### src/rtl/core/osc_pkg.sv
// ---------------------------------------------------------------------------
// OSC parser package
// Shared types, codes and helpers for the OSC message parser.
// ---------------------------------------------------------------------------
`default_nettype none
package osc_pkg;
	localparam int MaxArgsDefault = 32;

	localparam logic [2:0] KIND_ADDR = 3'd0;
	localparam logic [2:0] KIND_SCALAR = 3'd1;
	localparam logic [2:0] KIND_STR = 3'd2;
	localparam logic [2:0] KIND_BLOB = 3'd3;
	localparam logic [2:0] KIND_DONE = 3'd4;

	localparam logic [3:0] ST_OK = 4'd0;
	localparam logic [3:0] ST_ADDR_SHORT = 4'd1;
	localparam logic [3:0] ST_TAGS_SHORT = 4'd2;
	localparam logic [3:0] ST_TOO_MANY = 4'd3;
	localparam logic [3:0] ST_INT_SHORT = 4'd4;
	localparam logic [3:0] ST_FLOAT_SHORT = 4'd5;
	localparam logic [3:0] ST_BSIZE_SHORT = 4'd6;
	localparam logic [3:0] ST_BDATA_SHORT = 4'd7;
	localparam logic [3:0] ST_UNKNOWN = 4'd8;
	localparam logic [3:0] ST_OVERFLOW = 4'd9;

	localparam logic [7:0] CH_COMMA = 8'h2C;
	localparam logic [7:0] CH_I = 8'h69;
	localparam logic [7:0] CH_F = 8'h66;
	localparam logic [7:0] CH_S = 8'h73;
	localparam logic [7:0] CH_B = 8'h62;
	localparam logic [7:0] CH_TRUE = 8'h54;
	localparam logic [7:0] CH_FALSE = 8'h46;
	localparam logic [7:0] CH_NIL = 8'h4E;
	localparam logic [7:0] CH_INF = 8'h49;

	typedef enum logic [3:0] {
		PH_ADDR, PH_ADDR_PAD, PH_COMMA, PH_RAW, PH_TAGS, PH_TAGS_PAD, PH_INT,
		PH_FLOAT, PH_STR, PH_STR_PAD, PH_BSIZE, PH_BDATA, PH_BPAD, PH_DONE,
		PH_SKIP
	} phase_t;

	typedef struct packed {
		logic [2:0] kind;
		logic [5:0] arg_number;
		logic [7:0] tag;
		logic [31:0] word_value;
		logic [7:0] payload_byte;
		logic field_end;
		logic [3:0] status;
		logic last_result;
	} result_t;

	typedef struct packed {
		logic [7:0] in_byte;
		logic final_byte;
	} item_t;

	// Datapath commands from the controller.
	typedef struct packed {
		logic clear;
		logic shift_word;
		logic clear_word;
		logic load_blob;
		logic dec_blob;
		logic store_tag;
		logic inc_arg;
		logic zero_arg;
		logic set_too_many;
		logic set_unknown;
	} dp_cmd_t;

	// Datapath status to the controller.
	typedef struct packed {
		logic [7:0] cur_tag;
		logic [31:0] word_next;
		logic blob_one;
		logic [5:0] tag_count;
		logic [5:0] cur_arg;
		logic tags_full;
		logic args_left;
		logic [3:0] err;
		logic [1:0] align;
	} dp_sts_t;

	function automatic logic is_dataless(input logic [7:0] t);
		return (t == CH_TRUE) || (t == CH_FALSE) || (t == CH_NIL) || (t == CH_INF);
	endfunction
endpackage
`default_nettype wire

### src/rtl/core/osc_ram.sv
// ---------------------------------------------------------------------------
// OSC generic RAM
// Single write port, one read port with registered read data.
// ---------------------------------------------------------------------------
`default_nettype none
module osc_ram #(
	parameter int Width = 8,
	parameter int Depth = 32
) (
	input wire logic clk,
	input wire logic we,
	input wire logic [$clog2(Depth)-1:0] waddr,
	input wire logic [Width-1:0] wdata,
	input wire logic [$clog2(Depth)-1:0] raddr,
	output logic [Width-1:0] rdata
);
	logic [Width-1:0] mem_q [Depth];

	always_ff @(posedge clk) begin
		if (we) begin
			mem_q[waddr] <= wdata;
		end
		rdata <= mem_q[raddr];
	end
endmodule
`default_nettype wire

### src/rtl/core/osc_datapath.sv
// ---------------------------------------------------------------------------
// OSC parser datapath
// Tag store, argument counters, alignment counter, word collector, blob counter and error code.
// ---------------------------------------------------------------------------
`default_nettype none
module osc_datapath #(
	parameter int MaxArgs = osc_pkg::MaxArgsDefault
) (
	input wire logic clk,
	input wire logic arst_n,
	input wire logic [7:0] in_byte,
	input wire logic adv_align,
	input wire osc_pkg::dp_cmd_t cmd,
	output osc_pkg::dp_sts_t sts
);
	import osc_pkg::*;
	localparam int AW = (MaxArgs > 1) ? $clog2(MaxArgs) : 1;
	localparam logic [5:0] MaxArgsC = 6'(MaxArgs);

	logic [5:0] tag_count_q, cur_arg_q, rd_arg;
	logic [1:0] align_q;
	logic [31:0] word_q, blob_q;
	logic [3:0] err_q;
	logic [7:0] rdata;

	// The read address looks one argument ahead when the index moves, so the
	// registered read always shows the tag of the current argument.
	always_comb begin
		rd_arg = cur_arg_q;
		if (cmd.clear || cmd.zero_arg) begin
			rd_arg = '0;
		end else if (cmd.inc_arg) begin
			rd_arg = cur_arg_q + 6'd1;
		end
	end

	osc_ram #(.Width(8), .Depth(MaxArgs)) u_tags (
		.clk(clk),
		.we(cmd.store_tag && !sts.tags_full),
		.waddr(AW'(tag_count_q)),
		.wdata(in_byte),
		.raddr(AW'(rd_arg)),
		.rdata(rdata)
	);

	always_ff @(posedge clk or negedge arst_n) begin
		if (!arst_n) begin
			tag_count_q <= '0;
			cur_arg_q <= '0;
			align_q <= '0;
			word_q <= '0;
			blob_q <= '0;
			err_q <= ST_OK;
		end else if (cmd.clear) begin
			tag_count_q <= '0;
			cur_arg_q <= '0;
			align_q <= '0;
			word_q <= '0;
			blob_q <= '0;
			err_q <= ST_OK;
		end else begin
			if (adv_align) begin
				align_q <= align_q + 2'd1;
			end
			if (cmd.store_tag && !sts.tags_full) begin
				tag_count_q <= tag_count_q + 6'd1;
			end
			cur_arg_q <= rd_arg;
			if (cmd.clear_word) begin
				word_q <= '0;
			end else if (cmd.shift_word) begin
				word_q <= sts.word_next;
			end
			if (cmd.load_blob) begin
				blob_q <= sts.word_next;
			end else if (cmd.dec_blob) begin
				blob_q <= blob_q - 32'd1;
			end
			if (cmd.set_too_many) begin
				err_q <= ST_TOO_MANY;
			end else if (cmd.set_unknown) begin
				err_q <= ST_UNKNOWN;
			end
		end
	end

	always_comb begin
		sts.cur_tag = rdata;
		sts.word_next = {word_q[23:0], in_byte};
		sts.blob_one = (blob_q == 32'd1);
		sts.tag_count = tag_count_q;
		sts.cur_arg = cur_arg_q;
		sts.tags_full = (tag_count_q >= MaxArgsC);
		sts.args_left = (cur_arg_q < tag_count_q) && (cur_arg_q < MaxArgsC);
		sts.err = err_q;
		sts.align = align_q;
	end
endmodule
`default_nettype wire

### config.mk
export PLATFORM = sky130hd
export DESIGN_NAME = osc_datapath
export DESIGN_NICKNAME = d
export VERILOG_FILES = /design/src/rtl/core/osc_pkg.sv /design/src/rtl/core/osc_ram.sv /design/src/rtl/core/osc_datapath.sv
export SDC_FILE = /design/constraint.sdc
export NUM_CORES = 1
export LEC_CHECK = 0
export BUFFER_PORTS_ARGS = -buffer_cell sky130_fd_sc_hd__buf_2
export CAP_MARGIN = 20
export CORE_ASPECT_RATIO = 2
export CORE_UTILIZATION = 50
export CTS_CLUSTER_SIZE = 28
export DETAILED_ROUTE_END_ITERATION = 10
export GPL_TIMING_DRIVEN = 0
export MAX_ROUTING_LAYER = met4
export PLACE_DENSITY = 0.64
export SLEW_MARGIN = 20
export SYNTH_ARGS = -nofsm -noshare
export SYNTH_HDL_FRONTEND = slang
export SYNTH_HIERARCHICAL = 1
export SYNTH_SLANG_ARGS = --single-unit
### constraint.sdc
create_clock -name clk -period 8 [get_ports clk]
set_input_delay 1.6 -clock clk [delete_from_list [all_inputs] [get_ports clk]]
set_output_delay 1.6 -clock clk [all_outputs]
set_load 0.005 [all_outputs]
# Word level (Yosys, flattened, before mapping)

Memories as Yosys holds them, arrays and structs flattened. A register that Yosys moved wholly into a read port is not among the register bits.
Cells that the tools add are included.

Add/sub/neg operators: 4
$lt $le $gt $ge: 3
Equal/unequal tests: 1
Muxes and demuxes: 18
Reduce and logical (&&, ||, !) cells: 10

Operator list:

| operator                                            | count |
|---|---|
| two-way mux 32 bit                                  | 3 |
| two-way mux 24 bit                                  | 3 |
| == test 32 x 1 -> 1 bit (second input constant)     | 1 |
| subtractor 32 x 1 -> 32 bit (second input constant) | 1 |
| two-way mux 6 bit                                   | 5 |
| adder 6 x 1 -> 6 bit (second input constant)        | 2 |
| two-way mux 4 bit                                   | 3 |
| nonzero test 3 bit                                  | 4 |
| >= comparator 6 bit (second input constant)         | 1 |
| less-than comparator 6 bit                          | 1 |
| less-than comparator 6 bit (second input constant)  | 1 |
| two-way mux 2 bit                                   | 2 |
| nonzero test 2 bit                                  | 2 |
| adder 2 x 1 -> 2 bit (second input constant)        | 1 |
| logical AND 1 bit                                   | 2 |
| two-way mux 1 bit                                   | 2 |
| zero test 1 bit                                     | 1 |
| logical OR 1 bit                                    | 1 |

Register bits: 74
Bits in writable memories: 256
Output and inout bits: 61
Memories: 1

Memory list:

| memory       | depth | bits a word | read ports | clocked after Yosys merged registers in | write ports | line          | RTL |
|---|---|---|---|---|---|---|---|
| u_tags.mem_q | 32    | 8           | 1          | 1                                       | 1           | osc_ram.sv:17 | `logic [Width-1:0] mem_q [Depth];` |

# Longest topological paths before layout

Depth in word-level cells: 5
Gate-level depth with buffers: 9
Depth with buffers taken out: 7

# Modules after synthesis

The synthesis kept the hierarchy.

By module, submodules not included:

| module       | instances | cells an instance | area each (um^2) | sequential area each (um^2) |
|---|---|---|---|---|
| osc_ram      | 1         | 417               | 10053.4          | 7847.5 |
| osc_datapath | 1         | 413               | 3928.8           | 1801.7 |

# Least setup slack after synthesis

OpenSTA, ideal clock, no wires.

Kind: input to register
Start: input cmd[9] (netlist bit)
End: register u_tags.rdata[0], read port of u_tags.mem_q
Arrival: 4.008 ns
Data required time: 7.879 ns
Slack: 3.871 ns
Cell stages on the path: 9
Cells stage by stage: buf_6 -> or2_2 -> clkbuf_1 -> nor2_1 -> clkbuf_1 -> clkbuf_1 -> mux4_2 -> mux4_2 -> mux2_2

Cells in the longest elaborated chain, start to end: 2

Ends and longest elaborated chain:

| item               | line               | RTL |
|---|---|---|
| start: declaration | osc_datapath.sv:13 | `input wire osc_pkg::dp_cmd_t cmd,` |
| logical OR 1 bit   | osc_datapath.sv:30 | `if (cmd.clear \|\| cmd.zero_arg) begin` |
| two-way mux 6 bit  | osc_datapath.sv:30 |  |
| net rd_arg[2]      | osc_datapath.sv:20 | `logic [5:0] tag_count_q, cur_arg_q, rd_arg;` |
| end: declaration   | osc_ram.sv:15      | `output logic [Width-1:0] rdata` |

The timed path passes the listed nets, and every way through them passes these cells.
A chain may end at the register's enable or synchronous reset.

# Worst setup path in the final report

Start: input cmd[9] (netlist bit)
End: register u_tags.rdata[4], read port of u_tags.mem_q

The elaborated chain is that of the path after synthesis.

==> impl_metrics.json <==
{
  "cts_tree": "done",
  "rsz0062_at_grt": "false",
  "syn_to_final_growth_pct": 12.6,
  "power.leakage_nw": 5.52,
  "placeableCoreArea_um2": 27500,
  "port_buffers": 78,
  "gp_congestion": 0.882,
  "slowest_stage": "buf_1",
  "finalSetupViolations": 0,
  "fillCellCount": 2203,
  "dr.pass1.iters": 5,
  "die-area_um2": 28700,
  "p_total_mw": 3.52,
  "hold_path_class": "flop to flop",
  "path_max_fanout": 10,
  "power_switching_mw": 0.765,
  "pwr-share-seq": 0.547,
  "clockBufferDepth": 3,
  "tns_ns": 0,
  "pwr_density_cell_nw_per_um2": 224,
  "syn_nets": 861,
  "finalNonFillerCells": 1313,
  "drc": 0,
  "worstPathRequired_ns": 8.44,
  "final_common_cell": "edfxtp_1",
  "grt_max_degree": 50,
  "synth_area_um2": 14000,
  "start_util": 0.508,
  "die_w_um": 120,
  "overflow": 0,
  "cap_violations": 0,
  "crit_chain": "buf_6 > or2_2 > clkbuf_1 > nor2_1 > clkbuf_1 > buf_1 > mux4_2 > mux4_2 > mux2_2",
  "pwr-share-comb": 0.067,
  "io_pins": 82,
  "placed_cells": 1261,
  "antennaDiodeCount": 0,
  "fp-row-count": 86,
  "worst_setup_path_start_kind": "input pin",
  "dpl.hpwl_um": 23000,
  "worst-path-buf-inv": 4,
  "swShare": 0.217,
  "antenna_found_initial": 0,
  "synth_seq_area_share": 0.690,
  "die_y_um": 238,
  "vias_per_cell": 5.72,
  "cts_root_buf": "clkbuf_16",
  "final_nets": 970,
  "ys_ff_latch": 336,
  "ant_nets": 0,
  "crit_path_max_incr_delay_ns": 0.72,
  "period_share": 0.566,
  "finalClockSkew_ns": 0.0105,
  "synth_ff_type": "edfxtp_1",
  "vias": 7516,
  "wl_um": 31600,
  "syn_area_per_cell_um2": 16.8,
  "arrival_ns": 4.96,
  "cts-resized-gates": 0,
  "max_slew_margin": 0.313,
  "max_freq_mhz": 221,
  "ir_drop_mv": 0.188,
  "post_cts.repair.setup_buffers": 0,
  "worstSkewPairLatency_ns": 0.55,
  "p_int_mw": 2.76,
  "holdBufCountCts": 0,
  "grt_pass1_wl_um": 47800,
  "status": "finished clean",
  "yosysWarnings": 6,
  "syn_inst": 830,
  "grt_pass1_vias": 8008,
  "final_cell_mix": "edfxtp_1 (256), nor2_1 (108), mux4_2 (80)",
  "cts_buffers": 28,
  "synth-edff-count": 256,
  "synth.distinct_cells": 58,
  "worstMarginPinSlew_ns": 1.02,
  "clkTransAtPathRegs_ns": 0.07,
  "min_period_ns": 4.53,
  "clkPwrFrac": 0.386,
  "dr.first_iter.drc_count": 443,
  "synthArstFlopShare": 0.214,
  "critPathTopFamily": "buffers and inverters",
  "routedWlPerCell_um": 24.1,
  "endpoint_kind": "flop",
  "drv_slew": 0,
  "worstSetupPathType": "input pin to flop",
  "layout-drive-gt1-share": 0.256,
  "hold_viol_final": 0,
  "clock-sinks": 336,
  "h-tree-depth": 1,
  "gr-usage-all-layers": 0.238
}
-- flip-flops by register name, summed over array words and instances, names as in the netlist --
register,flops
u_tags/rdata,8
err_q,2
cur_arg_q,6
blob_q,32
word_q,24
u_tags/mem_q,256
align_q,2
tag_count_q,6
-- cell families (layout without fill, tap and decap cells) --
kind of cell / after synthesis / in the layout / synth area share
xor+xnor: 31 / 31 / 0.0194
other cells: 1 / 1 / 0.000268
mux: 114 / 114 / 0.154
compound gates: 63 / 63 / 0.0288
fa+ha+maj: 10 / 10 / 0.00895
buf+inv: 66 / 197 / 0.0254
simple gates: 209 / 209 / 0.0731
flops: 336 / 336 / 0.690
-- worst paths after layout --
path	start	to	slack [ns]	cells after the start
setup / recovery	cmd[9]	u_tags/rdata[4]	3.47	9
min in group asynchronous	arst_n	err_q[3]	0.96	1
max in group asynchronous	arst_n	blob_q[4]	6.46	2
hold / removal	align_q[1]	align_q[1]	0.54	2
hold reg to reg	align_q[1]	align_q[1]	0.54	2
setup reg to reg	cur_arg_q[0]	u_tags/rdata[4]	4.36	9
-- metal layers --
layer	vias up	track usage	part of all wire
met3	77	0.0231	0.033
met2	199	0.447	0.57
met4	0	0.133	0.059
met5	-	-	0
li1	3408	-	-
met1	3832	0.235	0.33
-- tightest hold or removal path, delay by kind of cell, from the launching register on --
family                    cells  cell delay [ns]
xor gates and xnor gates      1             0.07
DFF                           1             0.35
and+or+nand+nor               1             0.08
-- synthesized netlist by cell type, types with 6 or more instances --
cell type / instances / area, um2
nor2_1: 108 / 405
dfxtp_1: 8 / 160
buf_4: 16 / 120
nand4_1: 6 / 37.5
nor4_1: 6 / 37.5
xnor2_1: 24 / 210
mux2i_1: 26 / 260
buf_6: 6 / 67.6
edfxtp_1: 256 / 7690
clkbuf_1: 25 / 93.8
dfrtp_1: 72 / 1800
inv_1: 11 / 41.3
buf_1: 6 / 22.5
mux4_2: 80 / 1800
mux2_2: 8 / 90.1
a21oi_1: 21 / 105
nand3_1: 10 / 50.1
nand3b_1: 7 / 52.6
or3_1: 7 / 43.8
nand2_1: 24 / 90.1
ha_1: 10 / 125
xor2_1: 7 / 61.3
o21ai_0: 9 / 45.0
a211oi_1: 12 / 90.1
nor3_1: 16 / 80.1
-- stage by stage --
| stage | utilization | hold slack [ns] | setup WS, ns | area, um2 |
|---|---|---|---|---|
| 2_1_floorplan | - | 0.506 | 3.87 | 14000 |
| 3_3_place_gp | 0.538 | 0.527 | 2.94 | 14800 |
| 3_5_place_dp | 0.539 | 0.529 | 2.89 | 14800 |
| 4_1_cts | 0.572 | 0.547 | 3.48 | 15700 |
| 5_1_grt | 0.572 | 0.572 | 3.38 | 15700 |
| 6_report | 0.572 | 0.539 | 3.47 | 15700 |
-- power groups by stage --
stage          registers, mW  logic, mW  clock network, mW
2_1_floorplan           1.96      0.144                  0
3_3_place_gp            1.96      0.233                  0
3_5_place_dp            1.96      0.239                  0
4_1_cts                 1.93      0.240               1.39
5_1_grt                 1.93      0.259               1.44
6_report                1.93      0.236               1.36
-- cell type report --
type	count	area, um2	area share
sequential	336	9650	0.613
multi-input combinational	428	3980	0.253
clock inverter	10	109	0.00691
buffer	55	314	0.0199
clock buffer	42	795	0.0505
tap	352	440	0.0280
inverter	11	41.3	0.00262
timing repair buffer	79	420	0.0267
Note: power is estimated with default switching activity, not from simulation.
