[config.mk]
export PLATFORM = sky130hd
export DESIGN_NAME = osc_controller
export DESIGN_NICKNAME = d
export VERILOG_FILES = /design/src/rtl/core/osc_pkg.sv /design/src/rtl/core/osc_controller.sv
export SDC_FILE = /design/constraint.sdc
export NUM_CORES = 1
export LEC_CHECK = 0
export ABC_CLOCK_PERIOD_IN_PS = 4200
export BUFFER_PORTS_ARGS = -buffer_cell sky130_fd_sc_hd__buf_4
export CORE_AREA = 2 2 115 117
export CTS_BUF_LIST = sky130_fd_sc_hd__clkbuf_4 sky130_fd_sc_hd__clkbuf_8 sky130_fd_sc_hd__clkbuf_16
export DETAILED_ROUTE_END_ITERATION = 10
export DIE_AREA = 0 0 117 119
export PLACE_DENSITY = 0.95
export SETUP_SLACK_MARGIN = 0.15
export SLEW_MARGIN = 25
export SYNTH_ARGS = -nofsm -noshare
export SYNTH_HDL_FRONTEND = slang
export SYNTH_SLANG_ARGS = --single-unit
[constraint.sdc]
create_clock -name clk -period 4.2 [get_ports clk]
set_input_delay 0.42 -clock clk [delete_from_list [all_inputs] [get_ports clk]]
set_output_delay 0.42 -clock clk [all_outputs]
set_load 0.1 [all_outputs]
[src/rtl/core/osc_pkg.sv]
// ---------------------------------------------------------------------------
// OSC parser package
// Shared types, codes and helpers for the OSC message parser.
// ---------------------------------------------------------------------------
`default_nettype none
package osc_pkg;
	localparam int MaxArgsDefault = 32;

	localparam logic [2:0] KIND_ADDR = 3'd0;
	localparam logic [2:0] KIND_SCALAR = 3'd1;
	localparam logic [2:0] KIND_STR = 3'd2;
	localparam logic [2:0] KIND_BLOB = 3'd3;
	localparam logic [2:0] KIND_DONE = 3'd4;

	localparam logic [3:0] ST_OK = 4'd0;
	localparam logic [3:0] ST_ADDR_SHORT = 4'd1;
	localparam logic [3:0] ST_TAGS_SHORT = 4'd2;
	localparam logic [3:0] ST_TOO_MANY = 4'd3;
	localparam logic [3:0] ST_INT_SHORT = 4'd4;
	localparam logic [3:0] ST_FLOAT_SHORT = 4'd5;
	localparam logic [3:0] ST_BSIZE_SHORT = 4'd6;
	localparam logic [3:0] ST_BDATA_SHORT = 4'd7;
	localparam logic [3:0] ST_UNKNOWN = 4'd8;
	localparam logic [3:0] ST_OVERFLOW = 4'd9;

	localparam logic [7:0] CH_COMMA = 8'h2C;
	localparam logic [7:0] CH_I = 8'h69;
	localparam logic [7:0] CH_F = 8'h66;
	localparam logic [7:0] CH_S = 8'h73;
	localparam logic [7:0] CH_B = 8'h62;
	localparam logic [7:0] CH_TRUE = 8'h54;
	localparam logic [7:0] CH_FALSE = 8'h46;
	localparam logic [7:0] CH_NIL = 8'h4E;
	localparam logic [7:0] CH_INF = 8'h49;

	typedef enum logic [3:0] {
		PH_ADDR, PH_ADDR_PAD, PH_COMMA, PH_RAW, PH_TAGS, PH_TAGS_PAD, PH_INT,
		PH_FLOAT, PH_STR, PH_STR_PAD, PH_BSIZE, PH_BDATA, PH_BPAD, PH_DONE,
		PH_SKIP
	} phase_t;

	typedef struct packed {
		logic [2:0] kind;
		logic [5:0] arg_number;
		logic [7:0] tag;
		logic [31:0] word_value;
		logic [7:0] payload_byte;
		logic field_end;
		logic [3:0] status;
		logic last_result;
	} result_t;

	typedef struct packed {
		logic [7:0] in_byte;
		logic final_byte;
	} item_t;

	// Datapath commands from the controller.
	typedef struct packed {
		logic clear;
		logic shift_word;
		logic clear_word;
		logic load_blob;
		logic dec_blob;
		logic store_tag;
		logic inc_arg;
		logic zero_arg;
		logic set_too_many;
		logic set_unknown;
	} dp_cmd_t;

	// Datapath status to the controller.
	typedef struct packed {
		logic [7:0] cur_tag;
		logic [31:0] word_next;
		logic blob_one;
		logic [5:0] tag_count;
		logic [5:0] cur_arg;
		logic tags_full;
		logic args_left;
		logic [3:0] err;
		logic [1:0] align;
	} dp_sts_t;

	function automatic logic is_dataless(input logic [7:0] t);
		return (t == CH_TRUE) || (t == CH_FALSE) || (t == CH_NIL) || (t == CH_INF);
	endfunction
endpackage
`default_nettype wire

[src/rtl/core/osc_controller.sv]
// ---------------------------------------------------------------------------
// OSC parser controller
// Phase machine: takes bytes, walks data-less arguments, drives the result.
// ---------------------------------------------------------------------------
`default_nettype none
module osc_controller (
	input wire logic clk,
	input wire logic arst_n,
	input wire logic in_valid,
	output logic in_ready,
	input wire osc_pkg::item_t in_item,
	output logic out_valid,
	input wire logic out_ready,
	output osc_pkg::result_t out_res,
	output logic adv_align,
	output osc_pkg::dp_cmd_t cmd,
	input wire osc_pkg::dp_sts_t sts
);
	import osc_pkg::*;

	typedef enum logic [1:0] {C_TAKE, C_WALK, C_FIN} ctl_t;

	ctl_t ctl_q;
	phase_t phase_q, nphase;
	logic fin_q, take, emit, walk, walk_start, free, out_load, pend_q;
	result_t res, out_data, pend_res_q;
	logic [1:0] na;
	logic aligned;

	assign na = sts.align + 2'd1;
	assign aligned = (na == 2'd0);
	assign free = !(out_valid && !out_ready);
	assign in_ready = (ctl_q == C_TAKE) && free;
	assign take = in_valid && in_ready;
	assign adv_align = take;
	assign walk = (ctl_q == C_WALK) && sts.args_left && is_dataless(sts.cur_tag);

	function automatic logic [3:0] end_status(input phase_t p, input logic [3:0] e);
		case (p)
			PH_ADDR, PH_ADDR_PAD: return ST_ADDR_SHORT;
			PH_COMMA, PH_RAW, PH_DONE: return ST_OK;
			PH_TAGS, PH_TAGS_PAD: return ST_TAGS_SHORT;
			PH_INT: return ST_INT_SHORT;
			PH_FLOAT: return ST_FLOAT_SHORT;
			PH_BSIZE: return ST_BSIZE_SHORT;
			PH_BDATA: return ST_BDATA_SHORT;
			PH_STR, PH_STR_PAD, PH_BPAD: return ST_OVERFLOW;
			default: return e;
		endcase
	endfunction

	// One walk step resolves the current argument: a data-less tag is reported
	// and the index moves on; a data tag selects its phase; an unknown tag skips.
	always_comb begin
		cmd = '0;
		res = '0;
		emit = 1'b0;
		nphase = phase_q;
		walk_start = 1'b0;
		if (ctl_q == C_TAKE && take) begin
			case (phase_q)
				PH_ADDR: begin
					emit = 1'b1;
					res.kind = KIND_ADDR;
					res.payload_byte = in_item.in_byte;
					res.field_end = (in_item.in_byte == 8'd0);
					if (in_item.in_byte == 8'd0) begin
						nphase = aligned ? PH_COMMA : PH_ADDR_PAD;
					end
				end
				PH_ADDR_PAD: if (aligned) nphase = PH_COMMA;
				PH_COMMA: nphase = (in_item.in_byte == CH_COMMA) ? PH_TAGS : PH_RAW;
				PH_TAGS, PH_TAGS_PAD: begin
					if (phase_q == PH_TAGS && in_item.in_byte != 8'd0) begin
						cmd.store_tag = 1'b1;
						cmd.set_too_many = sts.tags_full;
					end else if (aligned) begin
						if (sts.err == ST_TOO_MANY) begin
							nphase = PH_SKIP;
						end else begin
							cmd.zero_arg = 1'b1;
							walk_start = 1'b1;
						end
					end else begin
						nphase = PH_TAGS_PAD;
					end
				end
				PH_INT, PH_FLOAT, PH_BSIZE: begin
					cmd.shift_word = 1'b1;
					if (aligned) begin
						emit = 1'b1;
						res.kind = KIND_SCALAR;
						res.arg_number = sts.cur_arg;
						res.tag = sts.cur_tag;
						res.word_value = sts.word_next;
						if (phase_q == PH_BSIZE && sts.word_next != 32'd0) begin
							cmd.load_blob = 1'b1;
							nphase = PH_BDATA;
						end else begin
							cmd.inc_arg = 1'b1;
							walk_start = 1'b1;
						end
					end
				end
				PH_STR: begin
					emit = 1'b1;
					res.kind = KIND_STR;
					res.arg_number = sts.cur_arg;
					res.tag = CH_S;
					res.payload_byte = in_item.in_byte;
					res.field_end = (in_item.in_byte == 8'd0);
					if (in_item.in_byte == 8'd0) begin
						if (aligned) begin
							cmd.inc_arg = 1'b1;
							walk_start = 1'b1;
						end else begin
							nphase = PH_STR_PAD;
						end
					end
				end
				PH_BDATA: begin
					emit = 1'b1;
					res.kind = KIND_BLOB;
					res.arg_number = sts.cur_arg;
					res.tag = CH_B;
					res.payload_byte = in_item.in_byte;
					res.field_end = sts.blob_one;
					cmd.dec_blob = 1'b1;
					if (sts.blob_one) begin
						if (aligned) begin
							cmd.inc_arg = 1'b1;
							walk_start = 1'b1;
						end else begin
							nphase = PH_BPAD;
						end
					end
				end
				PH_STR_PAD, PH_BPAD: begin
					if (aligned) begin
						cmd.inc_arg = 1'b1;
						walk_start = 1'b1;
					end
				end
				default: ;
			endcase
			res.last_result = !walk_start && !in_item.final_byte;
			if (walk_start) begin
				nphase = PH_DONE;
			end
		end else if (ctl_q == C_WALK) begin
			cmd.clear_word = 1'b1;
			if (!sts.args_left) begin
				nphase = PH_DONE;
			end else if (is_dataless(sts.cur_tag)) begin
				res.kind = KIND_SCALAR;
				res.arg_number = sts.cur_arg;
				res.tag = sts.cur_tag;
				cmd.inc_arg = free;
			end else begin
				case (sts.cur_tag)
					CH_I: nphase = PH_INT;
					CH_F: nphase = PH_FLOAT;
					CH_S: nphase = PH_STR;
					CH_B: nphase = PH_BSIZE;
					default: begin
						nphase = PH_SKIP;
						cmd.set_unknown = 1'b1;
					end
				endcase
			end
			res.last_result = 1'b0;
		end else if (ctl_q == C_FIN) begin
			res.kind = KIND_DONE;
			res.arg_number = sts.tag_count;
			res.status = end_status(phase_q, sts.err);
			res.last_result = 1'b1;
			cmd.clear = free;
		end
	end

	// During a walk one record is held back until it is known whether another
	// record of the same beat follows it.
	always_comb begin
		out_load = 1'b0;
		out_data = res;
		case (ctl_q)
			C_TAKE: out_load = take && emit && !walk_start;
			C_WALK: begin
				out_load = free && pend_q;
				out_data = pend_res_q;
				if (!walk) begin
					out_data.last_result = !fin_q;
				end
			end
			C_FIN: out_load = free;
			default: ;
		endcase
	end

	always_ff @(posedge clk or negedge arst_n) begin
		if (!arst_n) begin
			ctl_q <= C_TAKE;
			phase_q <= PH_ADDR;
			fin_q <= 1'b0;
			out_valid <= 1'b0;
			out_res <= '0;
			pend_q <= 1'b0;
			pend_res_q <= '0;
		end else begin
			if (out_load) begin
				out_valid <= 1'b1;
				out_res <= out_data;
			end else if (out_ready) begin
				out_valid <= 1'b0;
			end
			case (ctl_q)
				C_TAKE: begin
					if (take) begin
						phase_q <= nphase;
						fin_q <= in_item.final_byte;
						if (walk_start) begin
							ctl_q <= C_WALK;
							pend_q <= emit;
							pend_res_q <= res;
						end else if (in_item.final_byte) begin
							ctl_q <= C_FIN;
						end
					end
				end
				C_WALK: begin
					if (free) begin
						phase_q <= nphase;
						if (walk) begin
							pend_q <= 1'b1;
							pend_res_q <= res;
						end else begin
							pend_q <= 1'b0;
							if (fin_q) begin
								ctl_q <= C_FIN;
							end else begin
								ctl_q <= C_TAKE;
							end
						end
					end
				end
				C_FIN: begin
					if (free) begin
						ctl_q <= C_TAKE;
						phase_q <= PH_ADDR;
						fin_q <= 1'b0;
					end
				end
				default: ctl_q <= C_TAKE;
			endcase
		end
	end
endmodule
`default_nettype wire

Word-level counts from Yosys, hierarchy flattened
Cells that the tools add are included.
{"block": "classes", "addsub": 1, "mul": 0, "n_div": 0, "magnitude_cmp": 0, "eq_ne": 32, "n_shift": 0, "muxes": 108, "bitwise_logic": 0, "reduce_logical": 45}
{"operator": "2-to-1 mux 63 bit", "n": 5}
{"operator": "case mux 63 bit (2 select lines)", "n": 1}
{"operator": "2-to-1 mux 4 bit", "n": 21}
{"operator": "== test 8 x 7 -> 1 bit, second input constant", "n": 8}
{"operator": "2-to-1 mux 47 bit", "n": 1}
{"operator": "2-to-1 mux 1 bit", "n": 45}
{"operator": "case mux 14 bit (3 select lines)", "n": 1}
{"operator": "2-to-1 mux 41 bit", "n": 1}
{"operator": "2-to-1 mux 32 bit", "n": 1}
{"operator": "case mux 4 bit (8 select lines)", "n": 1}
{"operator": "nonzero test 32 bit", "n": 1}
{"operator": "2-to-1 mux 15 bit", "n": 2}
{"operator": "case mux 4 bit (7 select lines)", "n": 1}
{"operator": "== test 4 bit, second input constant", "n": 6}
{"operator": "2-to-1 mux 2 bit", "n": 10}
{"operator": "2-to-1 mux 9 bit", "n": 2}
{"operator": "case mux 9 bit (2 select lines)", "n": 1}
{"operator": "2-to-1 mux 17 bit", "n": 1}
{"operator": "== test 4 x 3 -> 1 bit, second input constant", "n": 4}
{"operator": "case mux 4 bit (4 select lines)", "n": 1}
{"operator": "== test 4 x 2 -> 1 bit, second input constant", "n": 3}
{"operator": "logical AND 1 bit", "n": 12}
{"operator": "inequality test 2 bit, second input constant", "n": 6}
{"operator": "case mux 4 bit (3 select lines)", "n": 1}
{"operator": "29 further kinds", "n": 50}
{"block": "word_totals", "ff_bits": 135, "latch_bits": 0, "ram_bits": 0, "mem_bits_ro": 0, "inputBits": 74, "out_inout_bits": 76, "memories": 0}

Logic depth before layout (Yosys ltp)
{"block": "depth", "ltp_word": 13, "mapped_depth": 10, "depth_no_buf": 7}

Worst setup path before layout
No wires, ideal clock.
{"block": "synth_timing", "path_kind": "reg-to-output", "startpoint": "register out_valid", "endpoint": "output port cmd[1] in the netlist's numbering", "arrival_ns": 4.300, "path_slack_ns": -0.520, "path_stages_with_launch": 8, "n_path_buf": 2, "cell_sequence": "dfrtp_1 nand2b_1 buf_2 nand3_2 inv_1 clkbuf_1 and3_1 and2_1"}
{"item": "start, declared", "line": "osc_controller.sv:12", "rtl": "output logic out_valid,"}
{"item": "start signal, assigned", "line": "osc_controller.sv:205", "rtl": "out_valid <= 1'b0;"}
{"item": "start signal, assigned", "line": "osc_controller.sv:211", "rtl": "out_valid <= 1'b1;"}
{"item": "start signal, assigned", "line": "osc_controller.sv:214", "rtl": "out_valid <= 1'b0;"}
{"item": "end, declared", "line": "osc_controller.sv:16", "rtl": "output osc_pkg::dp_cmd_t cmd,"}

==> impl_metrics.env <==
export IMPL_synth_async_reset_ratio=1.00
export IMPL_antenna_cells=0
export IMPL_min_period_over_period=0.841
export IMPL_grt_pass1_wl_microns=32200
export IMPL_timing_fmax_mhz=283
export IMPL_ys_flop_type="dfrtp_1"
export IMPL_grt_pass1_vias=6104
export IMPL_cp_slowest_cell="dfrtp_1"
export IMPL_cts_root_buf="clkbuf_16"
export IMPL_syn_inst=647
export IMPL_yosysSeqAreaShare=0.452
export IMPL_worst_pin_slew_ns=0.835
export IMPL_yosysWarnings=0
export IMPL_grtUsageTotal=0.301
export IMPL_dp_hpwl_microns=13500
export IMPL_worst_ir_drop_vdd_v=0.000464
export IMPL_hold_class="in2async"
export IMPL_synth_nets=721
export IMPL_cts_sinks=135
export IMPL_hold_ws_ns=0.0922
export IMPL_finalHoldViolations=0
export IMPL_drt_total_wl_microns=20600
export IMPL_clockBufferDepth=2
export IMPL_path_buf_inv=2
export IMPL_period_minus_slack_ns=3.53
export IMPL_seqPwrFrac=0.294
export IMPL_postCtsSetupRepairBufs=0
export IMPL_avgRoutedWirePerCell_microns=21.3
export IMPL_ys_ff_latch=135
export IMPL_max_cap_violations=0
export IMPL_fin_worst_skew_ns=0.00958
export IMPL_die_w_microns=117
export IMPL_final_core_util=0.718
export IMPL_status="complete, no violations"
export IMPL_dp_slack_ns=1.08
export IMPL_mostFrequentLayoutCells="buf_4, dfrtp_1, mux2_4"
export IMPL_combPwrFrac=0.447
export IMPL_synth_cell_types=73
export IMPL_power_density_nw_per_um2=667
export IMPL_vias=6060
export IMPL_final_cells=966
export IMPL_numCtsBuffers=17
export IMPL_crit_chain="nand4bb_1, a21oi_1, buf_4, a22o_2, and2_1, a21o_1, buf_4"
export IMPL_final_area_sq_um=9240
export IMPL_io_pin_count=150
export IMPL_critical_path_top_delay_family="flip-flops"
export IMPL_clk_pin_slew_ns=0.06
export IMPL_via_per_inst=6.27
export IMPL_max_stage_delay_ns=0.87
export IMPL_cts_hold_buf=0
export IMPL_required_ns=3.78
export IMPL_htreeDepth=4
export IMPL_die_area_sq_um=13900
export IMPL_p_int_mw=3.36
export IMPL_finalPower_mw=6.16
export IMPL_drive_gt1_frac=0.359
export IMPL_overflow=0
export IMPL_placed_cells=934
export IMPL_cp_data_arrival_time_ns=3.11
export IMPL_core_area_sq_um=12900
export IMPL_start_kind="register"
export IMPL_fin_nets=851
export IMPL_leakagePower_nw=4.65
export IMPL_synth_edf_count=0
export IMPL_path_max_fanout=28
export IMPL_p_sw_mw=2.80
export IMPL_core_rowCount=42
export IMPL_cp_common_cell="buf_4"
export IMPL_start_util=0.580
export IMPL_setup_violations_final=0
export IMPL_postCtsResizedCells=0
export IMPL_ant_nets=0
export IMPL_power_switching_share=0.455
export IMPL_cp_end_kind="output port"
export IMPL_cts_tree="yes"
export IMPL_maxSlewHeadroom=0.443
export IMPL_drc=0
export IMPL_syn_area_per_cell_sq_um=11.5
export IMPL_clk_latency_ns=0.43
export IMPL_first_pass_iters=6
export IMPL_area_growth_pct=23.7
export IMPL_grt_max_degree=107
export IMPL_first_iter_violations=788
export IMPL_timing_final_ws_setup_ns=0.670
export IMPL_antenna_found_initial=0
export IMPL_setup_tns_ns=0
export IMPL_port_buffer_count=149
export IMPL_fp_dieH_microns=119
export IMPL_clockPowerShare=0.259
export IMPL_slew_viol_final=0
export IMPL_layout_commonest_cell="buf_4"
export IMPL_rsz0062_at_grt="false"
export IMPL_netlist_area_sq_um=7470
export IMPL_place_congestion=0.947
export IMPL_placed_area_sq_um=8610
export IMPL_crit_type="reg2out"
-- per-layer routing --
metal	part of all wire	track usage	vias to the layer above
li1	-	-	2683
met1	0.40	0.396	3000
met2	0.49	0.477	319
met3	0.073	0.0606	58
met4	0.031	0.138	0
met5	0	0	-
-- flip-flops by register name, summed over array words and instances, names as in the netlist --
| name | count |
|---|---|
| ctl_q | 2 |
| fin_q | 1 |
| out_res | 63 |
| out_valid | 1 |
| pend_q | 1 |
| pend_res_q | 63 |
| phase_q | 4 |
-- power by group through the flow --
stage               logic, mW  clock network (mW)  registers [mW]
finish                   2.75                1.60            1.81
global route             2.88                1.66            1.84
CTS                      2.73                1.60            1.80
detailed placement       2.71                   0            1.82
global placement         2.67                   0            1.80
floorplan                1.46                   0            2.55
-- cell type report --
class / count / area, sq um
Clock buffer: 19 / 447
Clock inverter: 13 / 181
Fill cell: 878 / 3640
Inverter: 28 / 105
Multi-Input combinational cell: 435 / 3690
Sequential cell: 135 / 3380
Tap cell: 176 / 220
Timing Repair Buffer: 160 / 1220
-- synth_stat cells, drive strengths merged (2+ instances only) --
| cell type | count | area share |
|---|---|---|
| a311oi | 2 | 0.0023 |
| a221oi | 2 | 0.0023 |
| a21oi | 25 | 0.018 |
| mux2i | 21 | 0.028 |
| inv | 28 | 0.014 |
| and3 | 17 | 0.014 |
| o21a | 4 | 0.0040 |
| nor2b | 7 | 0.0059 |
| or2 | 3 | 0.0025 |
| a21boi | 2 | 0.0020 |
| a32o | 17 | 0.023 |
| o21ai | 18 | 0.012 |
| nand4bb | 2 | 0.0030 |
| o211ai | 2 | 0.0020 |
| o31ai | 5 | 0.0057 |
| nand4 | 2 | 0.0017 |
| clkbuf | 26 | 0.013 |
| nand3 | 8 | 0.0060 |
| nand2b | 6 | 0.0054 |
| nand4b | 2 | 0.0023 |
| a211oi | 6 | 0.0060 |
| nor4 | 11 | 0.011 |
| a41o | 2 | 0.0027 |
| dfrtp | 135 | 0.45 |
| nor2 | 22 | 0.011 |
| nor3b | 2 | 0.0020 |
| a21o | 24 | 0.024 |
| or3 | 2 | 0.0017 |
| a211o | 2 | 0.0023 |
| a22oi | 5 | 0.0050 |
| nor3 | 10 | 0.0074 |
| a221o | 2 | 0.0027 |
| a222oi | 4 | 0.0054 |
| a22o | 30 | 0.035 |
| buf | 23 | 0.031 |
| a31oi | 8 | 0.0067 |
| nand2 | 26 | 0.013 |
| o41ai | 2 | 0.0023 |
| nand3b | 3 | 0.0030 |
| o32a | 3 | 0.0040 |
| mux2 | 85 | 0.16 |
| and4bb | 2 | 0.0034 |
| and2 | 21 | 0.018 |
| o31a | 2 | 0.0025 |
| o22ai | 4 | 0.0034 |
-- worst register-to-register path, stage by stage, from the launching register on --
cell       delay [ns]
dfrtp_1          0.85
nand4bb_1        0.35
a21oi_1          0.10
buf_4            0.22
a22o_2           0.35
a21oi_4          0.15
buf_4            0.67
mux2_4           0.39
-- path summary, 6_finish.rpt --
| kind | startpoint | endpoint | slack, ns | cells after the start |
|---|---|---|---|---|
| worst max-delay path | phase_q[1] | cmd[3] | 0.67 | 7 |
| worst min-delay path | arst_n | out_res[45] | 0.09 | 1 |
| worst max register to register | phase_q[2] | out_res[19] | 1.00 | 7 |
| max in group asynchronous | arst_n | ctl_q[1] | 3.13 | 2 |
| min in group clk | in_item[0] | fin_q | 0.25 | 3 |
| worst min register to register | pend_res_q[0] | pend_res_q[0] | 0.48 | 1 |
-- kinds of logic (layout without fill, tap and decap cells) --
logic type | count (synthesis) | count (layout) | synth area share
AND/OR/NAND/NOR | 153 | 153 | 0.120
multiplexers | 106 | 106 | 0.190
buffers and inverters | 77 | 220 | 0.0583
flip-flops | 135 | 135 | 0.452
XOR/XNOR | 1 | 1 | 0.00117
AO/OA/AOI/OAI | 175 | 175 | 0.178
Power figures use the tool's default switching activity.
